[config.mk]
export PLATFORM = sky130hd
export DESIGN_NAME = cap_back
export DESIGN_NICKNAME = d
export VERILOG_FILES = /design/src/hdl/color_angle_pixel_classifier_macros.svh /design/src/hdl/cap_pkg.sv /design/src/hdl/cap_back.sv
export SDC_FILE = /design/constraint.sdc
export NUM_CORES = 1
export LEC_CHECK = 0
export ABC_AREA = 1
export CELL_PAD_IN_SITES_DETAIL_PLACEMENT = 0
export CELL_PAD_IN_SITES_GLOBAL_PLACEMENT = 1
export CORE_MARGIN = 3
export CORE_UTILIZATION = 40
export DETAILED_ROUTE_END_ITERATION = 8
export DONT_BUFFER_PORTS = 1
export PLACE_DENSITY = 0.77
export SYNTH_ARGS = -nofsm -noshare
export SYNTH_HDL_FRONTEND = slang
export SYNTH_SLANG_ARGS = --single-unit
[constraint.sdc]
create_clock -name clk -period 0.8 [get_ports clk]
set_input_delay 0.08 -clock clk [delete_from_list [all_inputs] [get_ports clk]]
set_output_delay 0.08 -clock clk [all_outputs]
set_load 0.02 [all_outputs]
[src/hdl/color_angle_pixel_classifier_macros.svh]
// Assertion macros for the checks in the top level of this block.
// Each macro samples on the rising edge of clk and is switched off while rst_n is low.
`ifndef COLOR_ANGLE_PIXEL_CLASSIFIER_MACROS_SVH
`define COLOR_ANGLE_PIXEL_CLASSIFIER_MACROS_SVH

`ifndef NO_ASSERTIONS

// The consequent must hold in the same cycle as the antecedent.
`define CAP_ASSERT_SAME(label, ante, cons) \
    label: assert property (@(posedge clk) disable iff (!rst_n) (ante) |-> (cons)) \
        else $error("same-cycle check failed");

// The consequent must hold in the cycle after the antecedent.
`define CAP_ASSERT_NEXT(label, ante, cons) \
    label: assert property (@(posedge clk) disable iff (!rst_n) (ante) |=> (cons)) \
        else $error("next-cycle check failed");

`else

`define CAP_ASSERT_SAME(label, ante, cons)
`define CAP_ASSERT_NEXT(label, ante, cons)

`endif

`endif

[src/hdl/cap_pkg.sv]
package cap_pkg;

    // Field and arithmetic widths.
    localparam int CHAN_W     = 8;
    localparam int SQ_W       = 18;
    localparam int COS_W      = 16;
    localparam int C2_W       = 30;
    localparam int PROD_W     = 36;
    localparam int HALF_W     = PROD_W / 2;
    localparam int PART_W     = HALF_W + C2_W;
    localparam int FRAC_W     = 30;
    localparam int CMP_W      = PROD_W + FRAC_W;

    // Pipeline, queue and credit sizing.
    localparam int PIPE_DEPTH = 4;
    localparam int PCNT_W     = $clog2(PIPE_DEPTH + 1);
    localparam int QUEUE_DEPTH = 2;
    localparam int QPTR_W     = $clog2(QUEUE_DEPTH);
    localparam int QCNT_W     = $clog2(QUEUE_DEPTH + 1);
    localparam int CAPACITY   = PIPE_DEPTH + QUEUE_DEPTH;
    localparam int TOKEN_W    = $clog2(CAPACITY + 1);

    // Configuration port.
    localparam int CFG_INDEX_W = 3;
    localparam int CFG_DATA_W  = 16;
    localparam logic [COS_W-1:0] COS_RESET = 16'd32270;

    // Painting value for a saturated channel.
    localparam logic [CHAN_W-1:0] PAINT_FULL = 8'hFF;

    typedef enum logic [CFG_INDEX_W-1:0] {
        REG_REF1_RED      = 3'd0,
        REG_REF1_GREEN    = 3'd1,
        REG_REF1_BLUE     = 3'd2,
        REG_REF2_RED      = 3'd3,
        REG_REF2_GREEN    = 3'd4,
        REG_REF2_BLUE     = 3'd5,
        REG_COS_THRESHOLD = 3'd6
    } cfg_reg_t;

    typedef struct packed {
        logic [CHAN_W-1:0] pixel_red;
        logic [CHAN_W-1:0] pixel_green;
        logic [CHAN_W-1:0] pixel_blue;
    } pixel_t;

    typedef struct packed {
        logic [CHAN_W-1:0] out_red;
        logic [CHAN_W-1:0] out_green;
        logic [CHAN_W-1:0] out_blue;
        logic              match_first;
        logic              match_second;
    } result_t;

    typedef struct packed {
        logic [CHAN_W-1:0] red;
        logic [CHAN_W-1:0] green;
        logic [CHAN_W-1:0] blue;
    } ref_color_t;

    // A classified pixel travelling from the front end to the back end.
    typedef struct packed {
        pixel_t pixel;
        logic   match_first;
        logic   match_second;
    } item_t;

    typedef struct packed {
        logic [QCNT_W-1:0] count;
        logic              empty;
        logic              full;
    } queue_stat_t;

    typedef struct packed {
        logic [PCNT_W-1:0] count;
    } front_stat_t;

endpackage

[src/hdl/cap_back.sv]
module cap_back
    import cap_pkg::*;
(
    input  logic    clk,
    input  logic    rst_n,
    input  item_t   head,
    input  logic    head_valid,
    output logic    pop,
    output result_t result,
    output logic    done
);

    result_t result_next, result_reg;
    logic    done_reg;

    // The receiver never stalls, so the head word is taken whenever present.
    assign pop = head_valid;

    // Paint red on a second-reference match, green on a first-only match.
    always_comb
    begin
        result_next.match_first  = head.match_first;
        result_next.match_second = head.match_second;
        if (head.match_second)
        begin
            result_next.out_red   = PAINT_FULL;
            result_next.out_green = '0;
            result_next.out_blue  = '0;
        end
        else if (head.match_first)
        begin
            result_next.out_red   = '0;
            result_next.out_green = PAINT_FULL;
            result_next.out_blue  = '0;
        end
        else
        begin
            result_next.out_red   = head.pixel.pixel_red;
            result_next.out_green = head.pixel.pixel_green;
            result_next.out_blue  = head.pixel.pixel_blue;
        end
    end

    always_ff @(posedge clk or negedge rst_n)
    begin
        if (!rst_n)
        begin
            done_reg <= 1'b0;
        end
        else
        begin
            done_reg <= head_valid;
        end
    end

    always_ff @(posedge clk)
    begin
        if (head_valid)
        begin
            result_reg <= result_next;
        end
    end

    assign result = result_reg;
    assign done   = done_reg;

endmodule

=== Yosys cells after proc, flatten, opt, wreduce, memory -nomap -nowiden ===
Index checks and enable logic that the tools add are counted.

* Flip-flop bits (word level): 27
* Bits of input ports: 29
* Word-level logic and storage cells: 8

* Reductions and logical operators: 1
* Mux-type cells: 1

{| class="wikitable"
|+ Operator list
! operator !! number
|-
| 2-to-1 mux 24 bit || 1
|-
| OR reduction 2 bit || 1
|}

=== Depth between registers and ports, before layout ===
* Word-level depth: 1
* Mapped depth: 4

=== Least setup slack after synthesis ===
No wires, ideal clock.

* Path type: input-to-reg
* Start: in head[0] in the netlist's numbering
* End: reg result_reg, in the netlist result[2] (data pin)
* Data arrival time: 375 ps
* Data required time: 549 ps
* Setup time: 251 ps
* Buffers on the path: 1
* Path slack: 173 ps
* Stages: 4
* Path through: buf_6 > inv_8 > nand2_8 > nor2_2

* Cells in the longest elaborated chain, start to end: 1

{| class="wikitable"
|+ RTL lines
! what !! RTL line !! source
|-
| start: declaration || cap_back.sv:6 || <nowiki>input item_t head,</nowiki>
|-
| OR reduction 2 bit (no source line) || -- ||
|-
| end signal: assignment || cap_back.sv:60 || <nowiki>result_reg <= result_next;</nowiki>
|-
| end: declaration || cap_back.sv:13 || <nowiki>result_t result_next, result_reg;</nowiki>
|}

Every way passes these cells.
A chain may end at the register's enable or synchronous reset.

=== Final worst setup path ===
* Start: reg result_reg, in the netlist result[15]
* End: out result[15] in the netlist's numbering

{| class="wikitable"
|+ RTL lines
! what !! RTL line !! source
|-
| end: declaration || cap_back.sv:9 || <nowiki>output result_t result,</nowiki>
|}

No word-level cell between the ends.

==> results.toml <==
[route]
drc_errors = 0
avgViaCountPerCell = 4.70
wl_per_cell_um = 15.5
final_antenna_net_count = 0
via_count = 677
drt_iter0_drc = 18
firstDrtPassIters = 4
postRouteWirelength_um = 2230

[synthesis]
synth_top_area_share_pct = 71.7
netlist_area_mm2 = 0.00109
yosysTopAreaCell = "edfxtp_1"
synthArstFlopShare_pct = 3.70
syn_avg_cell_area_um2 = 13.4
ys_seq_area_share_pct = 74.0
synth_common_cells = "edfxtp_1 (26), nand2_1 (16), nor2_1 (16), inv_1 (8), nor2_2 (7)"
syn_inst = 81
syn-num-nets = 110
yosys_most_used_dff = "edfxtp_1"
synth_cell_types = 12
synth_edf_count = 26
synthTopCellsByArea = "edfxtp_1 (72%), nand2_1 (5.5%), nor2_1 (5.5%)"
yosysMostFrequentCell = "edfxtp_1"
yosys_register_bits = 27
yosys_warnings = 0

[worst_hold_path]
min_from = "head_valid"
min_path_type = "in -> reg"

[pwr]
leakagePower_uw = 0.000576
switching_share_pct = 24.6
pwr-share-clk_pct = 21.0
seq_power_share_pct = 69.7
p_switching_uw = 659
comb_power_share_pct = 9.2
p_total_uw = 2680
internal_power_uw = 2020
ir_drop_v = 0.00100
powerDensity_mw_per_mm2 = 1850

[sta]
finalSetupViolCount = 35
timing.fmax_mhz = 1100
post-route-min-period_ns = 0.912
period_share_pct = 114
tightestPinTransition_ns = 0.272
drv_slew = 0
timing.hold.ws_ns = -0.219
setup_ws_ns = -0.112
rsz0062_at_grt = "true"
hold_violations = 27
slew_headroom_pct = 81.8

[finish]
multiInputGateArea_um2 = 198
final_cell_area_mm2 = 0.00145
drive_above_1_share_pct = 14.0
syn2layout_area_growth_pct = 33.1
largest_register_ff_count = 26
fill_cells = 204
seqCellArea_um2 = 806
antennaDiodeCount = 0
final_core_util_pct = 57.4
layout.cells.non_filler = 144
fin_nets = 144

[floorplanning]
start_util_pct = 43.2
dieHeight_um = 58.2
dieWidth_um = 58.2
core_region_area_mm2 = 0.00252
die_area_mm2 = 0.00338
rows = 18
io_pins = 57

[global_routing]
antenna_found_initial = 0
grt_use_total_pct = 14.1
grt_max_degree = 29
grt_pass1_wl_um = 3430
overflow = 0
grt_pass1_vias = 697

[cts]
numCtsBuffers = 3
cts_tree = "done"
path_clk_slew_ns = 0.14
ctsLongestPathBuffers = 2
cts_root_buf = "clkbuf_4"
cts.sink_count = 27
cts.htree.levels = 1

[setup_path]
cp-startpoint = "result[15]$_SDFFCE_PP0P_"
crit_arrival_ns = 0.83
crit_path_end_kind = "output port"
start_kind = "flop"
crit_fanout = 1
crit_type = "reg -> out"
crit_required_ns = 0.72

[placed_design]
dpl_worst_slack_ns = 0.244
place_area_mm2 = 0.00110
numPortBuffers = 0
dpl.hpwl_um = 1270
place_inst = 108
gp_congestion = 0.661

[outcome]
status = "complete, but fails checks"
violations = "hold timing, setup timing"

[flow_run]
max_cap_viol_count = 0
per-layer routing:
metal / share of wire, % / routed length (um) / vias to the layer above / global-route usage, %
li1: - / - / 322 / -
met1: 35 / 791 / 316 / 16.1
met2: 56 / 1250 / 37 / 24.7
met3: 8.0 / 179 / 2 / 4.45
met4: 0.54 / 12 / 0 / 4.97
met5: 0 / 0 / - / 0
cell usage in the layout (no fill, tap or decap):
master and instances:
nor2_2 8, nor2_4 1, nand2_1 16, dlygate4sd3_1 31, nand2_8 1, inv_1 8, inv_8 1, nor2_1 15
inv_12 1, dfrtp_1 1, clkinv_2 1, clkbuf_4 3, dlymetal6s4s_1 1, edfxtp_1 26
layout make-up:
type                       count  area share (%)
timing repair buffer          32            22.3
clock inverter                 1           0.345
inverter                      10            3.97
tap                           30            2.59
multi-input combinational     41            13.6
sequential                    27            55.6
clock buffer                   3            1.55
stage by stage:
| step | hold slack [ns] | setup TNS, ns |
|---|---|---|
| global route | -0.246 | -4.20 |
| finish | -0.219 | -3.00 |
| global placement | -0.216 | 0 |
| floorplan | -0.216 | 0 |
| detailed placement | -0.216 | 0 |
| CTS | -0.239 | -3.33 |
worst paths after layout:
| path | to | slack (ns) | cells past startpoint |
|---|---|---|---|
| setup / recovery | result[15] | -0.11 | 0 |
| hold / removal | done$_DFF_PN0_ | -0.22 | 0 |
| max in group asynchronous | done$_DFF_PN0_ | 0.21 | 2 |
| min in group asynchronous | done$_DFF_PN0_ | 0.49 | 2 |
timing repair:
item / in CTS / in global routing
cloned: 0 / 0
setup endpoints to repair: 27 / 36
hold buffers: 31 / 2
resized for setup: 0 / 2
hold endpoints to repair: 54 / 36
buffers inserted: 0 / 0
cells by family after synthesis:
group / count (synthesis) / synth area share (%)
AND/OR/NAND/NOR: 41 / 17.9
flip-flops: 27 / 74.0
buffers and inverters: 13 / 8.05
power by group through the flow:
stage | clock, uW | combinational, uW | sequential [uW]
after floorplan | 0 | 124 | 1880
after global placement | 0 | 104 | 1900
after detailed placement | 0 | 111 | 1900
after CTS | 592 | 237 | 1870
after global routing | 625 | 273 | 1880
final | 564 | 248 | 1870
(Power assumes the default switching activity.)
