[config.mk]
export PLATFORM = sky130hd
export DESIGN_NAME = cap_queue
export DESIGN_NICKNAME = d
export VERILOG_FILES = /design/src/hdl/color_angle_pixel_classifier_macros.svh /design/src/hdl/cap_pkg.sv /design/src/hdl/cap_queue.sv
export SDC_FILE = /design/constraint.sdc
export NUM_CORES = 1
export LEC_CHECK = 0
export BUFFER_PORTS_ARGS = -buffer_cell sky130_fd_sc_hd__buf_4
export CORE_MARGIN = 2
export CORE_UTILIZATION = 51
export DETAILED_ROUTE_END_ITERATION = 7
export GPL_TIMING_DRIVEN = 0
export PLACE_DENSITY = 0.78
export REMOVE_ABC_BUFFERS = 1
export SYNTH_ARGS = -nofsm -noshare
export SYNTH_HDL_FRONTEND = slang
export SYNTH_SLANG_ARGS = --single-unit
export TNS_END_PERCENT = 1
[constraint.sdc]
create_clock -name clk -period 2.55 [get_ports clk]
set_input_delay 0.1275 -clock clk [delete_from_list [all_inputs] [get_ports clk]]
set_output_delay 0.1275 -clock clk [all_outputs]
set_load 0.005 [all_outputs]
[src/hdl/color_angle_pixel_classifier_macros.svh]
// Assertion macros for the checks in the top level of this block.
// Each macro samples on the rising edge of clk and is switched off while rst_n is low.
`ifndef COLOR_ANGLE_PIXEL_CLASSIFIER_MACROS_SVH
`define COLOR_ANGLE_PIXEL_CLASSIFIER_MACROS_SVH

`ifndef NO_ASSERTIONS

// The consequent must hold in the same cycle as the antecedent.
`define CAP_ASSERT_SAME(label, ante, cons) \
    label: assert property (@(posedge clk) disable iff (!rst_n) (ante) |-> (cons)) \
        else $error("same-cycle check failed");

// The consequent must hold in the cycle after the antecedent.
`define CAP_ASSERT_NEXT(label, ante, cons) \
    label: assert property (@(posedge clk) disable iff (!rst_n) (ante) |=> (cons)) \
        else $error("next-cycle check failed");

`else

`define CAP_ASSERT_SAME(label, ante, cons)
`define CAP_ASSERT_NEXT(label, ante, cons)

`endif

`endif

[src/hdl/cap_pkg.sv]
package cap_pkg;

    // Field and arithmetic widths.
    localparam int CHAN_W     = 8;
    localparam int SQ_W       = 18;
    localparam int COS_W      = 16;
    localparam int C2_W       = 30;
    localparam int PROD_W     = 36;
    localparam int HALF_W     = PROD_W / 2;
    localparam int PART_W     = HALF_W + C2_W;
    localparam int FRAC_W     = 30;
    localparam int CMP_W      = PROD_W + FRAC_W;

    // Pipeline, queue and credit sizing.
    localparam int PIPE_DEPTH = 4;
    localparam int PCNT_W     = $clog2(PIPE_DEPTH + 1);
    localparam int QUEUE_DEPTH = 2;
    localparam int QPTR_W     = $clog2(QUEUE_DEPTH);
    localparam int QCNT_W     = $clog2(QUEUE_DEPTH + 1);
    localparam int CAPACITY   = PIPE_DEPTH + QUEUE_DEPTH;
    localparam int TOKEN_W    = $clog2(CAPACITY + 1);

    // Configuration port.
    localparam int CFG_INDEX_W = 3;
    localparam int CFG_DATA_W  = 16;
    localparam logic [COS_W-1:0] COS_RESET = 16'd32270;

    // Painting value for a saturated channel.
    localparam logic [CHAN_W-1:0] PAINT_FULL = 8'hFF;

    typedef enum logic [CFG_INDEX_W-1:0] {
        REG_REF1_RED      = 3'd0,
        REG_REF1_GREEN    = 3'd1,
        REG_REF1_BLUE     = 3'd2,
        REG_REF2_RED      = 3'd3,
        REG_REF2_GREEN    = 3'd4,
        REG_REF2_BLUE     = 3'd5,
        REG_COS_THRESHOLD = 3'd6
    } cfg_reg_t;

    typedef struct packed {
        logic [CHAN_W-1:0] pixel_red;
        logic [CHAN_W-1:0] pixel_green;
        logic [CHAN_W-1:0] pixel_blue;
    } pixel_t;

    typedef struct packed {
        logic [CHAN_W-1:0] out_red;
        logic [CHAN_W-1:0] out_green;
        logic [CHAN_W-1:0] out_blue;
        logic              match_first;
        logic              match_second;
    } result_t;

    typedef struct packed {
        logic [CHAN_W-1:0] red;
        logic [CHAN_W-1:0] green;
        logic [CHAN_W-1:0] blue;
    } ref_color_t;

    // A classified pixel travelling from the front end to the back end.
    typedef struct packed {
        pixel_t pixel;
        logic   match_first;
        logic   match_second;
    } item_t;

    typedef struct packed {
        logic [QCNT_W-1:0] count;
        logic              empty;
        logic              full;
    } queue_stat_t;

    typedef struct packed {
        logic [PCNT_W-1:0] count;
    } front_stat_t;

endpackage

[src/hdl/cap_queue.sv]
module cap_queue
    import cap_pkg::*;
(
    input  logic        clk,
    input  logic        rst_n,
    input  logic        push,
    input  item_t       push_item,
    input  logic        pop,
    output item_t       head,
    output queue_stat_t stat
);

    item_t             mem_reg [QUEUE_DEPTH];
    logic [QPTR_W-1:0] wr_ptr_reg, wr_ptr_next;
    logic [QPTR_W-1:0] rd_ptr_reg, rd_ptr_next;
    logic [QCNT_W-1:0] count_reg, count_next;

    // Pointer and fill-count update.
    always_comb
    begin
        wr_ptr_next = wr_ptr_reg;
        rd_ptr_next = rd_ptr_reg;
        count_next  = count_reg;
        if (push)
        begin
            wr_ptr_next = (wr_ptr_reg == QPTR_W'(QUEUE_DEPTH - 1)) ? '0 : wr_ptr_reg + 1'b1;
        end
        if (pop)
        begin
            rd_ptr_next = (rd_ptr_reg == QPTR_W'(QUEUE_DEPTH - 1)) ? '0 : rd_ptr_reg + 1'b1;
        end
        if (push && !pop)
        begin
            count_next = count_reg + 1'b1;
        end
        else if (pop && !push)
        begin
            count_next = count_reg - 1'b1;
        end
    end

    always_ff @(posedge clk or negedge rst_n)
    begin
        if (!rst_n)
        begin
            wr_ptr_reg <= '0;
            rd_ptr_reg <= '0;
            count_reg  <= '0;
        end
        else
        begin
            wr_ptr_reg <= wr_ptr_next;
            rd_ptr_reg <= rd_ptr_next;
            count_reg  <= count_next;
        end
    end

    // Storage for the queued words.
    always_ff @(posedge clk)
    begin
        if (push)
        begin
            mem_reg[wr_ptr_reg] <= push_item;
        end
    end

    assign head       = mem_reg[rd_ptr_reg];
    assign stat.count = count_reg;
    assign stat.empty = (count_reg == '0);
    assign stat.full  = (count_reg == QCNT_W'(QUEUE_DEPTH));

endmodule

# Word-level counts from Yosys, hierarchy flattened
# Memories as Yosys holds them, arrays and structs flattened.
# Cells that the tools add are included.
# Widths: inputs -> output; s select.
op_classes:
  n_eq_ne: 1
  addsub: 4
  muxes: 6
  reduce_logical: 6
op_table:
  columns: ["operator", "count"]
  rows:
  - ["$mux 1", 4]
  - ["$mux 2", 2]
  - ["$add 1x1->1 const B", 2]
  - ["$add 2x1->2 const B", 1]
  - ["$eq 2x2->1 const B", 1]
  - ["$logic_and 1x1->1", 2]
  - ["$logic_not 1->1", 2]
  - ["$logic_not 2->1", 1]
  - ["$reduce_bool 2->1", 1]
  - ["$sub 2x1->2 const B", 1]
word_totals:
  n_memories: 1
  out_inout_bits: 30
  reg_bits: 4
  elab_cells: 21
  mem_bits_rw: 52
  input_bits: 30
mem_list:
  columns: ["name", "words", "word_bits", "rd", "rd_ports_with_merged_regs", "write_ports", "line", "rtl"]
  rows:
  - ["mem_reg", 2, 26, 1, 0, 1, "cap_queue.sv:13", "item_t mem_reg [QUEUE_DEPTH];"]

# Logic depth before layout (Yosys ltp)
depth:
  ltp_word: 4
  ltp_mapped: 5
  depth_no_buf: 5

# Worst setup path before layout
# OpenSTA, ideal clock, no wires.
synth_timing:
  path_kind: "reg-to-reg"
  from: "register wr_ptr_reg"
  to: "memory mem_reg[0][0] in the netlist's numbering, enable pin"
  n_path_buf: 0
  t_arrival_ns: 1.578
  setup_slack_ns: 0.560
  setup_time_ns: 0.412
  synth_period_minus_slack_ns: 1.990
  path_stages_with_launch: 2
  t_required_ns: 2.138
  path_cell_list: "dfrtp_1 > nor2b_1"
synth_lines:
  columns: ["item", "line", "rtl"]
  rows:
  - ["start: declaration", "cap_queue.sv:14", "logic [QPTR_W-1:0] wr_ptr_reg, wr_ptr_next;"]
  - ["start signal: assignment", "cap_queue.sv:52", "wr_ptr_reg <= wr_ptr_next;"]
  - ["end: declaration", "cap_queue.sv:13", null]
# Straight into the memory's write port.

==> flow_metrics.tcl <==
set metrics [dict create \
    hpwl_um 2240 \
    synth_fa_ha_area_share_pct 0.578 \
    dieArea_sq_um 4780 \
    drc 0 \
    p_per_area_nw_per_um2 948 \
    drive_gt1_share_pct 50.8 \
    start_kind "flop" \
    worstHoldStart "push_item[13]" \
    ys_seq_area_share_pct 76.8 \
    critical_path.max_stage_delay_ns 0.91 \
    cts_tree "done" \
    clock_tree.buffer_depth 2 \
    layout.nets 219 \
    synth.largest_area_cell "edfxtp_1" \
    dr.pass1.iters 4 \
    gp_congestion 0.690 \
    ys_async_sr_fraction_pct 7.14 \
    crit_family "flip-flops" \
    num_rows 23 \
    yosys-mux-area-fraction_pct 16.8 \
    r2r_start "wr_ptr_reg" \
    worstPathArrival_ns 1.78 \
    grt_pass1_vias 1133 \
    setup_viol 0 \
    p_leak_nw 1.23 \
    area_growth_pct 40.1 \
    cts-resized-gates 0 \
    slew_viol_final 0 \
    synth_compound_area_share_pct 0 \
    synth_cell_types 13 \
    synthCells 97 \
    h-tree-depth 2 \
    drv_cap 0 \
    crit_type "flop to output pin" \
    die_w_um 69.1 \
    yosys-top-cells-count "edfxtp_1 (52), mux2_4 (19), mux2_2 (7)" \
    cts-root-buf "clkbuf_8" \
    crit_start "rd_ptr_reg" \
    synthXorXnorAreaFrac_pct 2.02 \
    skew_ns 0.00437 \
    synth_area_leaders "edfxtp_1 (72%), mux2_4 (13%), dfrtp_1 (4.6%)" \
    synth_ff_type "edfxtp_1" \
    hold_buffers 10 \
    synth_top_family_by_area "multiplexers" \
    dpl_worst_slack_ns 0.528 \
    clkLatencyLatePin_ns 0.30 \
    grt_usage_pct 14.6 \
    crit_slowest_cell "dfrtp_2" \
    drtIter0Drc 69 \
    rsz0062_at_grt "false" \
    via_count 1162 \
    dpl_cell_area_sq_um 2650 \
    clock-sinks 56 \
    required_ns 2.42 \
    reg2reg_depth 1 \
    floorplan.initialDensity_pct 53.7 \
    synthSimpleGateAreaFrac_pct 1.21 \
    antennaDiodeCount 0 \
    grt_pass1_wl_um 5350 \
    slew-limit-headroom_pct 19.7 \
    io_buffers 59 \
    routedWlPerCell_um 15.2 \
    hold_viol 0 \
    synth.most_common_cell "edfxtp_1" \
    antenna_found_initial 0 \
    fill_cells 246 \
    tightest_slew_ns 1.20 \
    grt_max_degree 28 \
    synth_area_per_cell_sq_um 22.3 \
    via_per_inst 4.86 \
    holdPathStages 1 \
    ios 60 \
    worstSetupEndpointType "output pin" \
    synthDominantCellAreaShare_pct 72.2 \
    syn_area_sq_um 2160 \
    yosysWarnings 0 \
    numCtsBuffers 5 \
    fin_crit_ns 1.91 \
    peakVddDrop_uv 904 \
    synth-edff-count 52 \
    cp.depth 2 \
    path_buf_inv 1 \
    cts_setup_buffers 0 \
    clk_pin_slew_ns 0.09 \
    crit_chain "mux2_2, buf_4" \
    ys_ff_latch 56 \
    max_freq_ghz 0.525 \
    fin_ws_ns 0.645 \
    fin_crit_sh_pct 74.7 \
    die_y_um 69.1 \
    fin_area_sq_um 3030 \
    status "completed" \
    core-area_sq_um 4030 \
    path_max_fanout 27 \
    wirelength_um 3630 \
    largest_register_ffs 52 \
    ant_nets 0 \
    gr-total-overflow 0 \
    hp-class "input pin to flop" \
]
[per-layer routing]
layer | up-vias | part of all wire (%) | track usage (%)
met2 | 38 | 55 | 25.9
met1 | 567 | 40 | 16.8
li1 | 552 | - | -
met5 | - | 0 | 0
met3 | 5 | 4.1 | 5.26
met4 | 0 | 0.96 | 3.92
[per-stage QoR]
step	hold slack, ns	util, %	cells	power [mW]	setup TNS [ns]
after floorplan	-0.168	-	94	1.84	0
after CTS	0.000308	71.0	222	2.89	0
final	0.00790	75.2	239	2.87	0
after detailed placement	-0.0722	65.7	204	2.32	0
after global placement	-0.0769	65.0	203	2.26	-0.544
after global routing	0.000709	75.2	239	3.01	0
[where the power goes]
part	internal, mW	switching [mW]	total, mW
sequential	1.23	0.177	1.40
clock	0.291	0.271	0.561
combinational	0.615	0.293	0.908
total	2.13	0.741	2.87
[path summary, 6_finish.rpt]
path / slack, ns / to
worst max-delay path: 0.64 / head[15]
worst min-delay path: 0.008 / mem_reg[1][13]
worst max register to register: 0.81 / mem_reg[1][17]
worst min register to register: 0.52 / wr_ptr_reg
max in group asynchronous: 2.29 / rd_ptr_reg
min in group asynchronous: 0.15 / count_reg[1]
[logic make-up after synthesis]
logic type	after synthesis
multiplexers	26
buffers and inverters	4
flip-flops	56
AND/OR/NAND/NOR	5
adder cells (fa/ha/maj)	1
XOR/XNOR	5
[final cells by class]
| cell class | count | area [sq um] | area share [%] |
|---|---|---|---|
| Tap cell | 50 | 62.6 | 2.06 |
| Sequential cell | 56 | 1660 | 54.9 |
| Multi-Input combinational cell | 37 | 449 | 14.8 |
| Clock inverter | 3 | 42.5 | 1.40 |
| Inverter | 1 | 3.75 | 0.124 |
| Clock buffer | 5 | 68.8 | 2.27 |
| Timing Repair Buffer | 87 | 741 | 24.4 |
[layout by cell type, fill, tap and decap left out]
| cell | n |
|---|---|
| nor2_1 | 2 |
| ha_1 | 1 |
| inv_1 | 1 |
| edfxtp_1 | 52 |
| mux2_2 | 7 |
| clkbuf_8 | 5 |
| buf_4 | 59 |
| dfrtp_2 | 1 |
| clkinvlp_4 | 1 |
| bufinv_16 | 1 |
| buf_16 | 1 |
| dfrtp_1 | 3 |
| xnor2_1 | 1 |
| clkinv_2 | 1 |
| and2_1 | 1 |
| nor2b_2 | 1 |
| nor2b_1 | 1 |
| xor2_1 | 4 |
| mux2_4 | 19 |
| dlygate4sd3_1 | 27 |
(Power assumes the default switching activity.)
